## config.mk

```make
export PLATFORM = sky130hd
export DESIGN_NAME = grg_log_cell
export DESIGN_NICKNAME = d
export VERILOG_FILES = /design/src/rtl/grg_pkg.sv /design/src/rtl/grg_log_cell.sv
export SDC_FILE = /design/constraint.sdc
export NUM_CORES = 2
export LEC_CHECK = 0
export BUFFER_PORTS_ARGS = -buffer_cell sky130_fd_sc_hd__buf_2
export CAP_MARGIN = 20
export CORE_ASPECT_RATIO = 2
export CORE_MARGIN = 3
export CORE_UTILIZATION = 65
export CTS_CLUSTER_DIAMETER = 200
export DETAILED_ROUTE_END_ITERATION = 6
export PLACE_DENSITY = 0.84
export RECOVER_POWER = 50
export SLEW_MARGIN = 20
export SYNTH_ARGS = -nofsm -noshare
export SYNTH_HDL_FRONTEND = slang
export SYNTH_SLANG_ARGS = --single-unit
```

## constraint.sdc

```tcl
create_clock -name clk_i -period 1 [get_ports clk_i]
set_input_delay 0.2 -clock clk_i [delete_from_list [all_inputs] [get_ports clk_i]]
set_output_delay 0.2 -clock clk_i [all_outputs]
set_load 0.01 [all_outputs]
```

## src/rtl/grg_pkg.sv

```systemverilog
// Shared constants, pipeline item types and the square-root constant functions.
package grg_pkg;

  localparam int FRACTION_BITS = 24;
  localparam int F = FRACTION_BITS;
  localparam int IDX_W = 16;
  localparam int STOPS_W = 17;
  localparam int GAMMA_W = 16;
  localparam int LEVEL_W = 18;
  localparam int CFG_W = 18;
  localparam int K_W = 5;
  // Q.F mantissa in [1,2) and log2 value with integer part up to 16.
  localparam int MANT_W = F + 1;
  localparam int LOG_W = K_W + F;
  localparam int PROD_W = LOG_W + GAMMA_W;
  localparam int A_W = PROD_W - 12;
  localparam int IP_W = A_W - F;
  localparam int Y_W = MANT_W + LEVEL_W + 3;

  typedef enum logic [1:0] {
    REG_INVERSE_GAMMA = 2'd0,
    REG_CONTRAST      = 2'd1,
    REG_BRIGHTNESS    = 2'd2,
    REG_RAMP_STOPS    = 2'd3
  } cfg_reg_e;

  // Item travelling down the logarithm chain.
  typedef struct packed {
    logic              oor;
    logic              zero;
    logic [K_W-1:0]    ks;
    logic [K_W-1:0]    kn;
    logic [MANT_W-1:0] ms;
    logic [MANT_W-1:0] mn;
    logic [F-1:0]      fs;
    logic [F-1:0]      fn;
  } log_t;

  // Item travelling down the power chain.
  typedef struct packed {
    logic              oor;
    logic              zero;
    logic [IP_W-1:0]   ip;
    logic [F-1:0]      fp;
    logic [MANT_W-1:0] p;
  } exp_t;

  function automatic logic [63:0] isqrt64(input logic [63:0] v);
    logic [63:0] r;
    logic [63:0] b;
    logic [63:0] x;
    r = '0;
    x = v;
    b = 64'h4000_0000_0000_0000;
    for (int i = 0; i < 32; i++) begin
      if (x >= r + b) begin
        x = x - (r + b);
        r = (r >> 1) + b;
      end else begin
        r = r >> 1;
      end
      b = b >> 2;
    end
    return r;
  endfunction

  // Root for fraction bit k (1-based): 2^(-2^-k) in Q.F.
  function automatic logic [F-1:0] root_const(input int k);
    logic [63:0] r;
    r = isqrt64(64'd1 << (2 * F - 1));
    for (int j = 1; j < F; j++) begin
      if (j < k) begin
        r = isqrt64(r << F);
      end
    end
    return r[F-1:0];
  endfunction

endpackage

```

## src/rtl/grg_log_cell.sv

```systemverilog
// One cell of the logarithm chain: produces one fraction bit of log2 for both operands.
module grg_log_cell (
  input  logic          clk_i,
  input  logic          rst_ni,
  input  logic          en_i,
  input  logic          valid_i,
  input  grg_pkg::log_t item_i,
  output logic          valid_o,
  output grg_pkg::log_t item_o
);
  import grg_pkg::*;

  logic [2*MANT_W-1:0] sq_s;
  logic [2*MANT_W-1:0] sq_n;
  logic [MANT_W:0]     ms_sq;
  logic [MANT_W:0]     mn_sq;
  logic                ge_s;
  logic                ge_n;
  logic                valid_q;
  log_t                item_d;
  log_t                item_q;

  // Square each mantissa and renormalise when it reaches two.
  always_comb begin
    sq_s = item_i.ms * item_i.ms;
    sq_n = item_i.mn * item_i.mn;
    ms_sq = sq_s[F +: MANT_W+1];
    mn_sq = sq_n[F +: MANT_W+1];
    ge_s = ms_sq[MANT_W];
    ge_n = mn_sq[MANT_W];
    item_d = item_i;
    item_d.ms = ge_s ? ms_sq[MANT_W:1] : ms_sq[MANT_W-1:0];
    item_d.mn = ge_n ? mn_sq[MANT_W:1] : mn_sq[MANT_W-1:0];
    item_d.fs = {item_i.fs[F-2:0], ge_s};
    item_d.fn = {item_i.fn[F-2:0], ge_n};
  end

  always_ff @(posedge clk_i or negedge rst_ni) begin
    if (!rst_ni) begin
      valid_q <= 1'b0;
    end else if (en_i) begin
      valid_q <= valid_i;
    end
  end

  always_ff @(posedge clk_i) begin
    if (en_i) begin
      item_q <= item_d;
    end
  end

  assign valid_o = valid_q;
  assign item_o = item_q;

endmodule

```

==> results.sh, run 1 <==
export IMPL_status="did not finish"
export IMPL_haltStage="5_1_grt"
export IMPL_firstError="[ERROR GRT-0232] Routing congestion too high. Check the congestion heatmap in the GUI."
export IMPL_die_x_um=179.3
export IMPL_rows=126
export IMPL_clockBufferDepth=2
export IMPL_port_buffers=222
export IMPL_dp_cells=5663
export IMPL_synth_seq_cells=111
export IMPL_worst_ep_kind="register input"
export IMPL_synth_simple_area_share_pct=10.04
export IMPL_globalplace_congestion=1.023
export IMPL_synth_async_reset_ratio_pct=0.9009
export IMPL_synthMuxAreaShare_pct=1.375
export IMPL_die_y_um=352.6
export IMPL_grt_use_total_pct=58.03
export IMPL_overflow=156
export IMPL_syn_area_um2=39050
export IMPL_cts_root_buffer="clkbuf_16"
export IMPL_syn_nets=5515
export IMPL_yosysSeqAreaShare_pct=8.523
export IMPL_syn_inst=4099
export IMPL_initial_core_util_pct=65.88
export IMPL_synth_compound_area_share_pct=4.367
export IMPL_cts_buffers=9
export IMPL_syn_avg_cell_area_um2=9.526
export IMPL_yosys_warnings=0
export IMPL_synthAdderAreaFrac_pct=59.60
export IMPL_ys_flop_type="edfxtp_1"
export IMPL_cts_sinks=111
export IMPL_yosysUniqueCellTypes=72
export IMPL_hpwl_mm=109.4
export IMPL_grt_max_degree=32
export IMPL_repair_timing_grt_worst_ep="item_o[48]$_DFFE_PP_/D"
export IMPL_ios=225
export IMPL_synth_top_family_by_area="adder cells"
export IMPL_synthXorXnorAreaFrac_pct=1.730
export IMPL_synth_edff_count=110
export IMPL_cts_htree_levels=3
## metrics by stage
| step | area (µm²) | util [%] | setup WS [ns] |
|---|---|---|---|
| CTS | 47950 | 80.90 | -6.082 |
| detailed placement | 46530 | 78.50 | -6.718 |
| global placement | 46530 | 78.50 | -6.553 |
| floorplan | 39870 | - | -6.026 |
## routing by layer
metal	GRT overflow	global-route usage, %
met1	0	54.41
met2	100	78.80
met3	0	38.61
met4	55	59.60
met5	1	13.86
## synth_stat cells (all sizes together), types with 22 or more instances
cell type	n	share of area, %
a21o	40	0.77
nand4	22	0.35
o21ai	48	0.62
edfxtp	110	8.5
xor2	28	0.63
nand2	371	3.6
nor2	87	0.84
inv	1367	13
and2	240	3.8
ha	372	12
fa	930	48
a21oi	86	1.1
xnor2	47	1.1
mux2i	27	0.69
clkbuf	112	1.1
## logic make-up after synthesis
logic type,count (synthesis)
flip-flops,111
multiplexers,48
AO/OA/AOI/OAI,261
AND/OR/NAND/NOR,812
XOR/XNOR,75
buffers and inverters,1490
adder cells (fa/ha/maj),1302
## timing repair
| action | 4_1_cts |
|---|---|
| hold endpoints to repair | 1 |
| pin swaps | 61 |
| gates resized for setup | 252 |
| setup buffers | 31 |
| setup endpoints to repair | 163 |
| cloned | 1 |
| hold buffers | 1 |
==> run 2: changes to the inputs <==
CORE_ASPECT_RATIO = unset   (was 2)
CORE_UTILIZATION = 40   (was 65)
CTS_CLUSTER_DIAMETER = unset   (was 200)
PLACE_DENSITY = unset   (was 0.84)
PLACE_DENSITY_LB_ADDON = 0.15   (was unset)
==> run 2 against run 1 <==
Effect of this change:
- the flow now finishes, with violations (negative setup slack)
- synthesized area stayed put
- synthesized cell count stayed put
==> results.sh, run 2 <==
export IMPL_synth_seq_cells=111
export IMPL_synth_simple_area_share_pct=10.04
export IMPL_fin_tns_setup_ns=-313.42
export IMPL_cts_clk_slew_worst_paths_ns=0.07
export IMPL_yosysUniqueCellTypes=72
export IMPL_cts_root_buffer="clkbuf_16"
export IMPL_yosysTopAreaCell="fa_1"
export IMPL_critPathSlowestCell="fa_1"
export IMPL_cp_required_ns=1.12
export IMPL_worstPathArrival_ns=7.05
export IMPL_core_area_um2=95860
export IMPL_die_x_um=318.4
export IMPL_ys_flop_type="edfxtp_1"
export IMPL_drv_cap=0
export IMPL_clockBufferDepth=2
export IMPL_synth_most_common_cell="inv_1"
export IMPL_path_buf_inv=10
export IMPL_cts_sinks=111
export IMPL_grt_busiest_layer="met2"
export IMPL_fin_skew_ns=0
export IMPL_grt_use_total_pct=20.96
export IMPL_globalplace_congestion=0.8420
export IMPL_grt_pass1_vias=33290
export IMPL_crit_path_start_kind="input port"
export IMPL_post_synth_main_area_contributors="fa_1, inv_1, ha_1, edfxtp_1, and2_1"
export IMPL_setup_ws_ns=-5.931
export IMPL_crit_top_cell="fa_1"
export IMPL_finish_utilization_pct=51.70
export IMPL_ios=225
export IMPL_overflow=0
export IMPL_final_cell_mix="inv_1, fa_1, buf_4"
export IMPL_initial_core_util_pct=40.74
export IMPL_end_kind="register"
export IMPL_finalHoldViolCount=0
export IMPL_syn_nets=5515
export IMPL_grt_util_met1_pct=27.22
export IMPL_area_growth_synth_to_final_pct=26.91
export IMPL_tightestPinTransition_ns=0.5940
export IMPL_drive_gt1_share_pct=24.09
export IMPL_clkLatencyLatePin_ns=0.38
export IMPL_rows=113
export IMPL_drv_slew=0
export IMPL_synth_top_cells_by_count="inv_1, fa_1, ha_1"
export IMPL_cts_tree="built"
export IMPL_vias=28810
export IMPL_yosysSeqAreaShare_pct=8.523
export IMPL_use_met3_pct=1.862
export IMPL_worstSetupPathType="in -> reg"
export IMPL_fin_area_um2=49560
export IMPL_period_share_pct=693.1
export IMPL_cts_buffers=9
export IMPL_worstHoldPathType="in -> reg"
export IMPL_wl_per_cell_um=15.79
export IMPL_die_y_um=318.4
export IMPL_syn_inst=4099
export IMPL_synth_async_reset_ratio_pct=0.9009
export IMPL_synth_top_family_by_area="adder cells"
export IMPL_crit_fanout=7
export IMPL_failed_checks="negative setup slack"
export IMPL_cts_htree_levels=3
export IMPL_grt_pass1_wl_mm=169.4
export IMPL_largest_register_ffs=110
export IMPL_synthXorXnorAreaFrac_pct=1.730
export IMPL_reg2reg_slack_ns=0.25
export IMPL_syn_area_um2=39050
export IMPL_drt_iter0_drc=954
export IMPL_ant_nets=0
export IMPL_met2_usage_pct=38.08
export IMPL_fmax_mhz=144.3
export IMPL_drcViolationCount=0
export IMPL_syn_avg_cell_area_um2=9.526
export IMPL_yosys_warnings=0
export IMPL_cp_slowest_stage_delay_ns=0.51
export IMPL_synth_edff_count=110
export IMPL_yosysTopAreaCellShare_pct=47.68
export IMPL_max_slew_margin_rel_pct=60.40
export IMPL_nets=6430
export IMPL_min_period_ns=6.931
export IMPL_grt_max_degree=27
export IMPL_drt_wl_total_mm=99.29
export IMPL_status="finished with violations"
export IMPL_cp_top_family="adder cells"
export IMPL_grt_setup_unrepaired="true"
export IMPL_viasPerCell=4.584
export IMPL_hpwl_mm=88.60
export IMPL_dpl_instance_area_um2=47260
export IMPL_synthMuxAreaShare_pct=1.375
export IMPL_fill_cells=9125
export IMPL_antenna_found_initial=6
export IMPL_synthAdderAreaFrac_pct=59.60
export IMPL_finalSetupViolCount=163
export IMPL_dr_pass1_iters=7
export IMPL_port_buffers=222
export IMPL_mostFrequentLayoutCell="inv_1"
export IMPL_die_area_um2=101400
export IMPL_synth_compound_area_share_pct=4.367
## run 2: area by class of cell
cell class	instances	area [µm²]	share of cell area, %
clock inverter	4	55.05	0.1111
timing repair buffer	1027	8122	16.39
inverter	1367	5159	10.41
clock buffer	12	246.5	0.4974
tap	1265	1583	3.194
multi-input combinational	2498	31060	62.67
antenna	2	5.005	0.01010
sequential	111	3328	6.716
## run 2: metrics by stage
stage	hold slack [ns]	setup slack [ns]	std cells
2_1_floorplan	-0.09559	-6.026	4099
3_3_place_gp	-0.02360	-6.523	6182
3_5_place_dp	-0.02418	-6.556	6182
4_1_cts	0.0002569	-5.997	6281
5_1_grt	0.03087	-6.132	6284
6_report	0.05103	-5.931	6286
## run 2: path summary, 6_finish.rpt
check                           start          to  cells past startpoint
min                        item_i[24]  item_o[25]                      1
min in group asynchronous      rst_ni     valid_o                      2
min reg2reg                   valid_o     valid_o                      1
max                        item_i[63]  item_o[57]                     29
max reg2reg                   valid_o     valid_o                      1
max in group asynchronous      rst_ni     valid_o                      2
## run 2: logic make-up after synthesis
kind of cell               count (synthesis)
buffers and inverters                   1490
and+or+nand+nor                          812
DFF                                      111
muxes                                     48
xor gates and xnor gates                  75
adders and majority gates               1302
AOI/OAI and AO/OA                        261
## run 2: layer usage
layer	share of wire (%)	vias to the layer above	routed length, µm
li1	-	13720	-
met1	43	14570	42690
met2	52	430	51320
met3	3.3	89	3256
met4	2.0	2	2010
met5	0.017	-	17
## run 2: timing repair
item / CTS / global route
endpoints found under the hold margin: 54 / 0
pin swaps: 72 / 37
gates resized for setup: 234 / 96
hold buffers: 54 / 0
setup buffers: 27 / 11
gates cloned: 5 / 0
setup endpoints to repair: 163 / 163
Power of run 2 is not shown: default switching activity piles up to over one toggle a cycle in this logic, so the estimate is an artifact.
