==> src/rtl/grg_pkg.sv <==
// Shared constants, pipeline item types and the square-root constant functions.
package grg_pkg;

  localparam int FRACTION_BITS = 24;
  localparam int F = FRACTION_BITS;
  localparam int IDX_W = 16;
  localparam int STOPS_W = 17;
  localparam int GAMMA_W = 16;
  localparam int LEVEL_W = 18;
  localparam int CFG_W = 18;
  localparam int K_W = 5;
  // Q.F mantissa in [1,2) and log2 value with integer part up to 16.
  localparam int MANT_W = F + 1;
  localparam int LOG_W = K_W + F;
  localparam int PROD_W = LOG_W + GAMMA_W;
  localparam int A_W = PROD_W - 12;
  localparam int IP_W = A_W - F;
  localparam int Y_W = MANT_W + LEVEL_W + 3;

  typedef enum logic [1:0] {
    REG_INVERSE_GAMMA = 2'd0,
    REG_CONTRAST      = 2'd1,
    REG_BRIGHTNESS    = 2'd2,
    REG_RAMP_STOPS    = 2'd3
  } cfg_reg_e;

  // Item travelling down the logarithm chain.
  typedef struct packed {
    logic              oor;
    logic              zero;
    logic [K_W-1:0]    ks;
    logic [K_W-1:0]    kn;
    logic [MANT_W-1:0] ms;
    logic [MANT_W-1:0] mn;
    logic [F-1:0]      fs;
    logic [F-1:0]      fn;
  } log_t;

  // Item travelling down the power chain.
  typedef struct packed {
    logic              oor;
    logic              zero;
    logic [IP_W-1:0]   ip;
    logic [F-1:0]      fp;
    logic [MANT_W-1:0] p;
  } exp_t;

  function automatic logic [63:0] isqrt64(input logic [63:0] v);
    logic [63:0] r;
    logic [63:0] b;
    logic [63:0] x;
    r = '0;
    x = v;
    b = 64'h4000_0000_0000_0000;
    for (int i = 0; i < 32; i++) begin
      if (x >= r + b) begin
        x = x - (r + b);
        r = (r >> 1) + b;
      end else begin
        r = r >> 1;
      end
      b = b >> 2;
    end
    return r;
  endfunction

  // Root for fraction bit k (1-based): 2^(-2^-k) in Q.F.
  function automatic logic [F-1:0] root_const(input int k);
    logic [63:0] r;
    r = isqrt64(64'd1 << (2 * F - 1));
    for (int j = 1; j < F; j++) begin
      if (j < k) begin
        r = isqrt64(r << F);
      end
    end
    return r[F-1:0];
  endfunction

endpackage

==> src/rtl/grg_exp_cell.sv <==
// One cell of the power chain: applies one fraction bit of the exponent.
module grg_exp_cell (
  input  logic                  clk_i,
  input  logic                  rst_ni,
  input  logic                  en_i,
  input  logic [grg_pkg::F-1:0] root_i,
  input  logic                  valid_i,
  input  grg_pkg::exp_t         item_i,
  output logic                  valid_o,
  output grg_pkg::exp_t         item_o
);
  import grg_pkg::*;

  logic [MANT_W+F-1:0] prod;
  logic                valid_q;
  exp_t                item_d;
  exp_t                item_q;

  // Multiply by the root when the leading fraction bit is set, then shift it out.
  always_comb begin
    prod = (MANT_W+F)'(item_i.p) * (MANT_W+F)'(root_i);
    item_d = item_i;
    item_d.p = item_i.fp[F-1] ? prod[F +: MANT_W] : item_i.p;
    item_d.fp = {item_i.fp[F-2:0], 1'b0};
  end

  always_ff @(posedge clk_i or negedge rst_ni) begin
    if (!rst_ni) begin
      valid_q <= 1'b0;
    end else if (en_i) begin
      valid_q <= valid_i;
    end
  end

  always_ff @(posedge clk_i) begin
    if (en_i) begin
      item_q <= item_d;
    end
  end

  assign valid_o = valid_q;
  assign item_o = item_q;

endmodule

==> config.mk <==
export PLATFORM = sky130hd
export DESIGN_NAME = grg_exp_cell
export DESIGN_NICKNAME = d
export VERILOG_FILES = /design/src/rtl/grg_pkg.sv /design/src/rtl/grg_exp_cell.sv
export SDC_FILE = /design/constraint.sdc
export NUM_CORES = 1
export LEC_CHECK = 0
export ABC_AREA = 1
export BUFFER_PORTS_ARGS = -buffer_cell sky130_fd_sc_hd__buf_2
export CORE_MARGIN = 1
export CORE_UTILIZATION = 25
export DETAILED_ROUTE_END_ITERATION = 16
export SYNTH_ARGS = -nofsm -noshare
export SYNTH_HDL_FRONTEND = slang
export SYNTH_SLANG_ARGS = --single-unit
==> constraint.sdc <==
create_clock -name clk_i -period 0.9 [get_ports clk_i]
set_clock_uncertainty 0.05 [all_clocks]
set_input_delay 0.18 -clock clk_i [delete_from_list [all_inputs] [get_ports clk_i]]
set_output_delay 0.18 -clock clk_i [all_outputs]
set_load 0.03 [all_outputs]
==> Word-level counts from Yosys, hierarchy flattened <==
Cells that the tools add are included.
{ "word_totals": {"reg_bits": 60, "latchBits": 0, "ram_bits": 0, "romBits": 0, "in_bits": 88, "memories": 0} }
{ "classes": {"n_addsub": 0, "multipliers": 1, "n_div": 0, "n_lt_le_gt_ge": 0, "eq_ne": 0, "n_shift": 0, "n_mux": 1, "bitwise_logic": 0, "reduce_logical": 0} }
{ "ops": {"columns": ["operator", "count"], "rows": [
  ["$mul 25x24->49", 1],
  ["$mux 25", 1]
]} }

==> Longest topological paths before layout <==
{ "logic_depth": {"word_depth": 2, "ltp_mapped": 31} }

==> Worst setup path before layout <==
OpenSTA, ideal clock, no wires.
{ "synth_path": {"path_kind": "input-to-reg", "startpoint": "input root_i[3] in the netlist's numbering", "endpoint": "register item_q, in the netlist item_o[17], data pin", "setup_ns": 0.254, "arrival_time_ns": 5.731, "required_time_ns": 0.596, "slack_ns": -5.134, "cell_stages": 28, "cell_sequence": "clkbuf_1 > clkbuf_1 > nand2_1 > fa_1 > inv_1 > fa_1 > inv_1 > fa_1 > fa_1 > inv_1 > fa_1 > fa_1 > inv_1 > fa_1 > inv_1 > ha_1 > nand2_1 > nor2_1 > nand2_1 > inv_1 > nand3_1 > o21bai_1 > nand3_1 > nand2_1 > nand2_1 > nand2_1 > nand3_1 > nand2_1"} }
{ "synth_lines": {"columns": ["item", "line", "text"], "rows": [
  ["start, declared", "grg_exp_cell.sv:6", "input logic [grg_pkg::F-1:0] root_i,"],
  ["end signal, assigned", "grg_exp_cell.sv:37", "item_q <= item_d;"],
  ["end, declared", "grg_exp_cell.sv:17", "exp_t item_q;"]
]} }

==> out/qor.log <==
[finish] utilization after layout 33.8%
[timing] setup repair after global routing missed its margin yes
[critical_path] delay of the slowest critical-path stage 0.57 ns
[status] failing checks setup timing
[finish] fraction of final layout cells with drive strength greater than 1 24.9%
[run] max-capacitance violation count 0
[global_route] maximum number of pins on one net before global-route repair 31
[placed_design] # port buffers 147
[drt] detailed-routed wire length on met2 35900 um
[critical_path] worst path bufs/invs 9
[timing] number of hold violations in the final report 0
[drt] average wire per cell in the routed design 16.0 um
[floorplanning] I/O pin count 149
[critical_path] worst reg2reg path endpoint valid_o
[floorplanning] Initial Utilization 25.2%
[floorplanning] Die Footprint 92200 um2
[timing] Finish-stage setup viols 85
[drt] wire length on met3 3570 um
[synth] sequential area share after synthesis 7.90%
[critical_path] Reg2Reg Launch Point valid_o
[synth] Mapped Cells 2952
[critical_path] total stage count of the critical path 29
[clock_tree] clock latency on the worst-skew pair 0.33 ns
[critical_path] Top delay family on crit path adder cells
[critical_path] internal reg-to-reg setup slack 0.07 ns
[finish] cell area after layout 30500 um2
[placed_design] placed standard-cell area 27100 um2
[timing] number of max-slew violations in the final report 0
[timing] maximum clock rate 172 MHz
[floorplanning] floorplan die width 304 um
[clock_tree] clock-pin slew on the worst setup and hold paths 0.06 ns
[clock_tree] sink count of the clock tree 60
[drt] Routed Antenna Nets 0
[drt] initial DRC count 956
[global_route] leftover overflow at the end of global routing 0
[critical_path] Critical Path Start item_i[13]
[critical_path] critical path data arrival time 5.85 ns
[finish] total of fill cells in the finished design 9228
[synth] number of distinct library cells after synthesis 35
[min_path] Hold Path Stages 2
[critical_path] endpoint required time on the critical path 0.93 ns
[clock_tree] number of buffers created by CTS 9
[synth] Async SR Flop Fraction 1.67%
[synth] average footprint of a synthesized cell 7.71 um2
[clock_tree] Max Root-Sink Buffers 2
[drt] via density per instance 4.31
[clock_tree] TritonCTS clock tree built
[timing] Final Critical Period 5.82 ns
[synth] post-synthesis sequential element count 60
[critical_path] category of the critical setup timing path input port to register
[placed_design] count of placed standard cells including taps 4385
[timing] Post-Route Hold Slack 0.0485 ns
[finish] Non-Filler Instances 4487
[critical_path] Crit-path slowest cell sky130_fd_sc_hd__fa_1
[synth] cell area after synthesis 22800 um2
[critical_path] endpoint class of the critical path register
[synth] predominant post-synthesis flop cell sky130_fd_sc_hd__edfxtp_1
[drt] uppermost layer routed met5
[floorplanning] Placement Rows 110
[finish] Net count, final 4068
[synth] synthesized netlist net count 3714
[drt] total wire length after detailed routing 71800 um
[finish] # diodes 0
[global_route] combined global-route utilization of all metal layers 15.8%
[critical_path] length in cells of the worst reg-to-reg path 1
[placed_design] weighted congestion at the end of routability-driven global placement 0.933
[global_route] number of antenna violations at the first check in global routing 3
[clock_tree] master cell of the clock root buffer sky130_fd_sc_hd__clkbuf_16
[drt] DRC viols 0
[global_route] wire length of the first global-routing pass 115000 um
[critical_path] crit path launch type input port
[drt] metal1 wirelength 30800 um
[clock_tree] maximum level of the CTS H-tree 3
[synth] number of enable flip-flop cells after synthesis 59
[min_path] Hold WC Path Type input port to register
[floorplanning] Die Y-Extent 304 um
[drt] via count 19319
[status] result of the run finished, violations left
[global_route] vias in the first global route 21167
[critical_path] Max FO, Critical Path 5
[critical_path] worst setup path endpoint item_o[11]
[floorplanning] core region area 90100 um2
[synth] number of warnings issued by yosys 0
[placed_design] final HPWL from detailed placement 59100 um
[finish] signed area change from the synthesized netlist to the final layout 33.9%
[timing] Final WS setup -4.92 ns
[timing] part of the cycle the worst path needs 646%
[drt] total iterations of the first detailed-routing run 5
[state kept, by name (all words and copies together) (netlist names)]
name / flops
item_o: 59
valid_o: 1
[repair_timing]
item                                    4_1_cts  5_1_grt
setup buffers                                26       16
gates resized for setup                     466      181
hold buffers                                 35        0
pin swaps                                    99      118
cloned                                        8        1
endpoints found under the hold margin        35        0
endpoints found under the setup margin       85       85
[stage by stage]
| stage | worst slack, ns | setup TNS (ns) |
|---|---|---|
| finish | -4.92 | -133.67 |
| global route | -5.11 | -139.24 |
| CTS | -4.86 | -132.38 |
| detailed placement | -5.61 | -140.21 |
| global placement | -5.63 | -140.32 |
| floorplan | -4.78 | -117.24 |
[logic make-up (layout without fill, tap and decap cells)]
| kind of cell | count (synthesis) | in the layout | synth area share, % |
|---|---|---|---|
| fa+ha+maj | 674 | 674 | 53.7 |
| buf+inv | 1081 | 1440 | 17.8 |
| compound gates | 114 | 114 | 2.80 |
| other cells | 1 | 1 | 0.0165 |
| flops | 60 | 60 | 7.90 |
| mux | 1 | 1 | 0.0495 |
| simple gates | 1010 | 1010 | 17.3 |
| xor+xnor | 11 | 11 | 0.423 |
[layer usage]
layer / GRT usage, % / up-vias
met5: 0 / -
met4: 2.77 / 4
met3: 2.09 / 82
li1: - / 8949
met2: 28.6 / 517
met1: 20.2 / 9767
[how the worst min path moves through the flow]
stage	startpoint	to	slack, ns
floorplan	rst_ni	valid_o	-0.17
global placement	rst_ni	valid_o	-0.09
detailed placement	rst_ni	valid_o	-0.09
CTS	valid_i	valid_o	0.03
global route	valid_i	valid_o	0.04
finish	valid_i	valid_o	0.05
[placed cells by master, fill, tap and decap left out, types with 8 or more instances in the layout]
cell type                       instances
sky130_fd_sc_hd__ha_1                 145
sky130_fd_sc_hd__clkbuf_16             10
sky130_fd_sc_hd__buf_16                 8
sky130_fd_sc_hd__buf_12                39
sky130_fd_sc_hd__nor2_4                37
sky130_fd_sc_hd__nand2_1              739
sky130_fd_sc_hd__buf_4                256
sky130_fd_sc_hd__buf_2                 46
sky130_fd_sc_hd__nor2_2                29
sky130_fd_sc_hd__a21oi_4               10
sky130_fd_sc_hd__edfxtp_1              59
sky130_fd_sc_hd__ha_4                  25
sky130_fd_sc_hd__o21ai_1               11
sky130_fd_sc_hd__nand3_2               18
sky130_fd_sc_hd__o21ai_2               11
sky130_fd_sc_hd__nor2_1                38
sky130_fd_sc_hd__a21oi_1               23
sky130_fd_sc_hd__o21ai_0                8
sky130_fd_sc_hd__nand2_4               28
sky130_fd_sc_hd__nand4_1               12
sky130_fd_sc_hd__nand2_2               54
sky130_fd_sc_hd__buf_6                 96
sky130_fd_sc_hd__fa_1                 483
sky130_fd_sc_hd__a21oi_2               17
sky130_fd_sc_hd__buf_8                  9
sky130_fd_sc_hd__fa_2                  20
sky130_fd_sc_hd__inv_2                 58
sky130_fd_sc_hd__nand3_1               26
sky130_fd_sc_hd__inv_1                871
sky130_fd_sc_hd__dlygate4sd3_1         35
[Yosys cell counts, types with 6 or more instances]
cell type	instances	area (um2)
sky130_fd_sc_hd__nand3_1	47	235
sky130_fd_sc_hd__ha_1	171	2140
sky130_fd_sc_hd__nand2_1	822	3090
sky130_fd_sc_hd__inv_1	932	3500
sky130_fd_sc_hd__edfxtp_1	59	1770
sky130_fd_sc_hd__nand4_1	12	75.1
sky130_fd_sc_hd__o21a_1	7	52.6
sky130_fd_sc_hd__nor3_1	12	60.1
sky130_fd_sc_hd__a21o_1	7	52.6
sky130_fd_sc_hd__o21ai_0	32	160
sky130_fd_sc_hd__fa_1	503	10100
sky130_fd_sc_hd__a21oi_1	50	250
sky130_fd_sc_hd__nor2_1	103	387
sky130_fd_sc_hd__clkbuf_1	146	548
sky130_fd_sc_hd__xnor2_1	6	52.6
[final cells by class]
class                           instances  area, um2  share of cell area (%)
Sequential cell                        60       1800                    5.90
Clock buffer                            9        225                   0.739
Clock inverter                          7       53.8                   0.177
Timing Repair Buffer                  492       4780                    15.7
Inverter                              932       3510                    11.5
Tap cell                             1176       1470                    4.83
Multi-Input combinational cell       1811      18600                    61.2
Power is left out: the tool's default activity adds up to more than one toggle a clock period on the data nets, which glitch-free logic cannot reach.
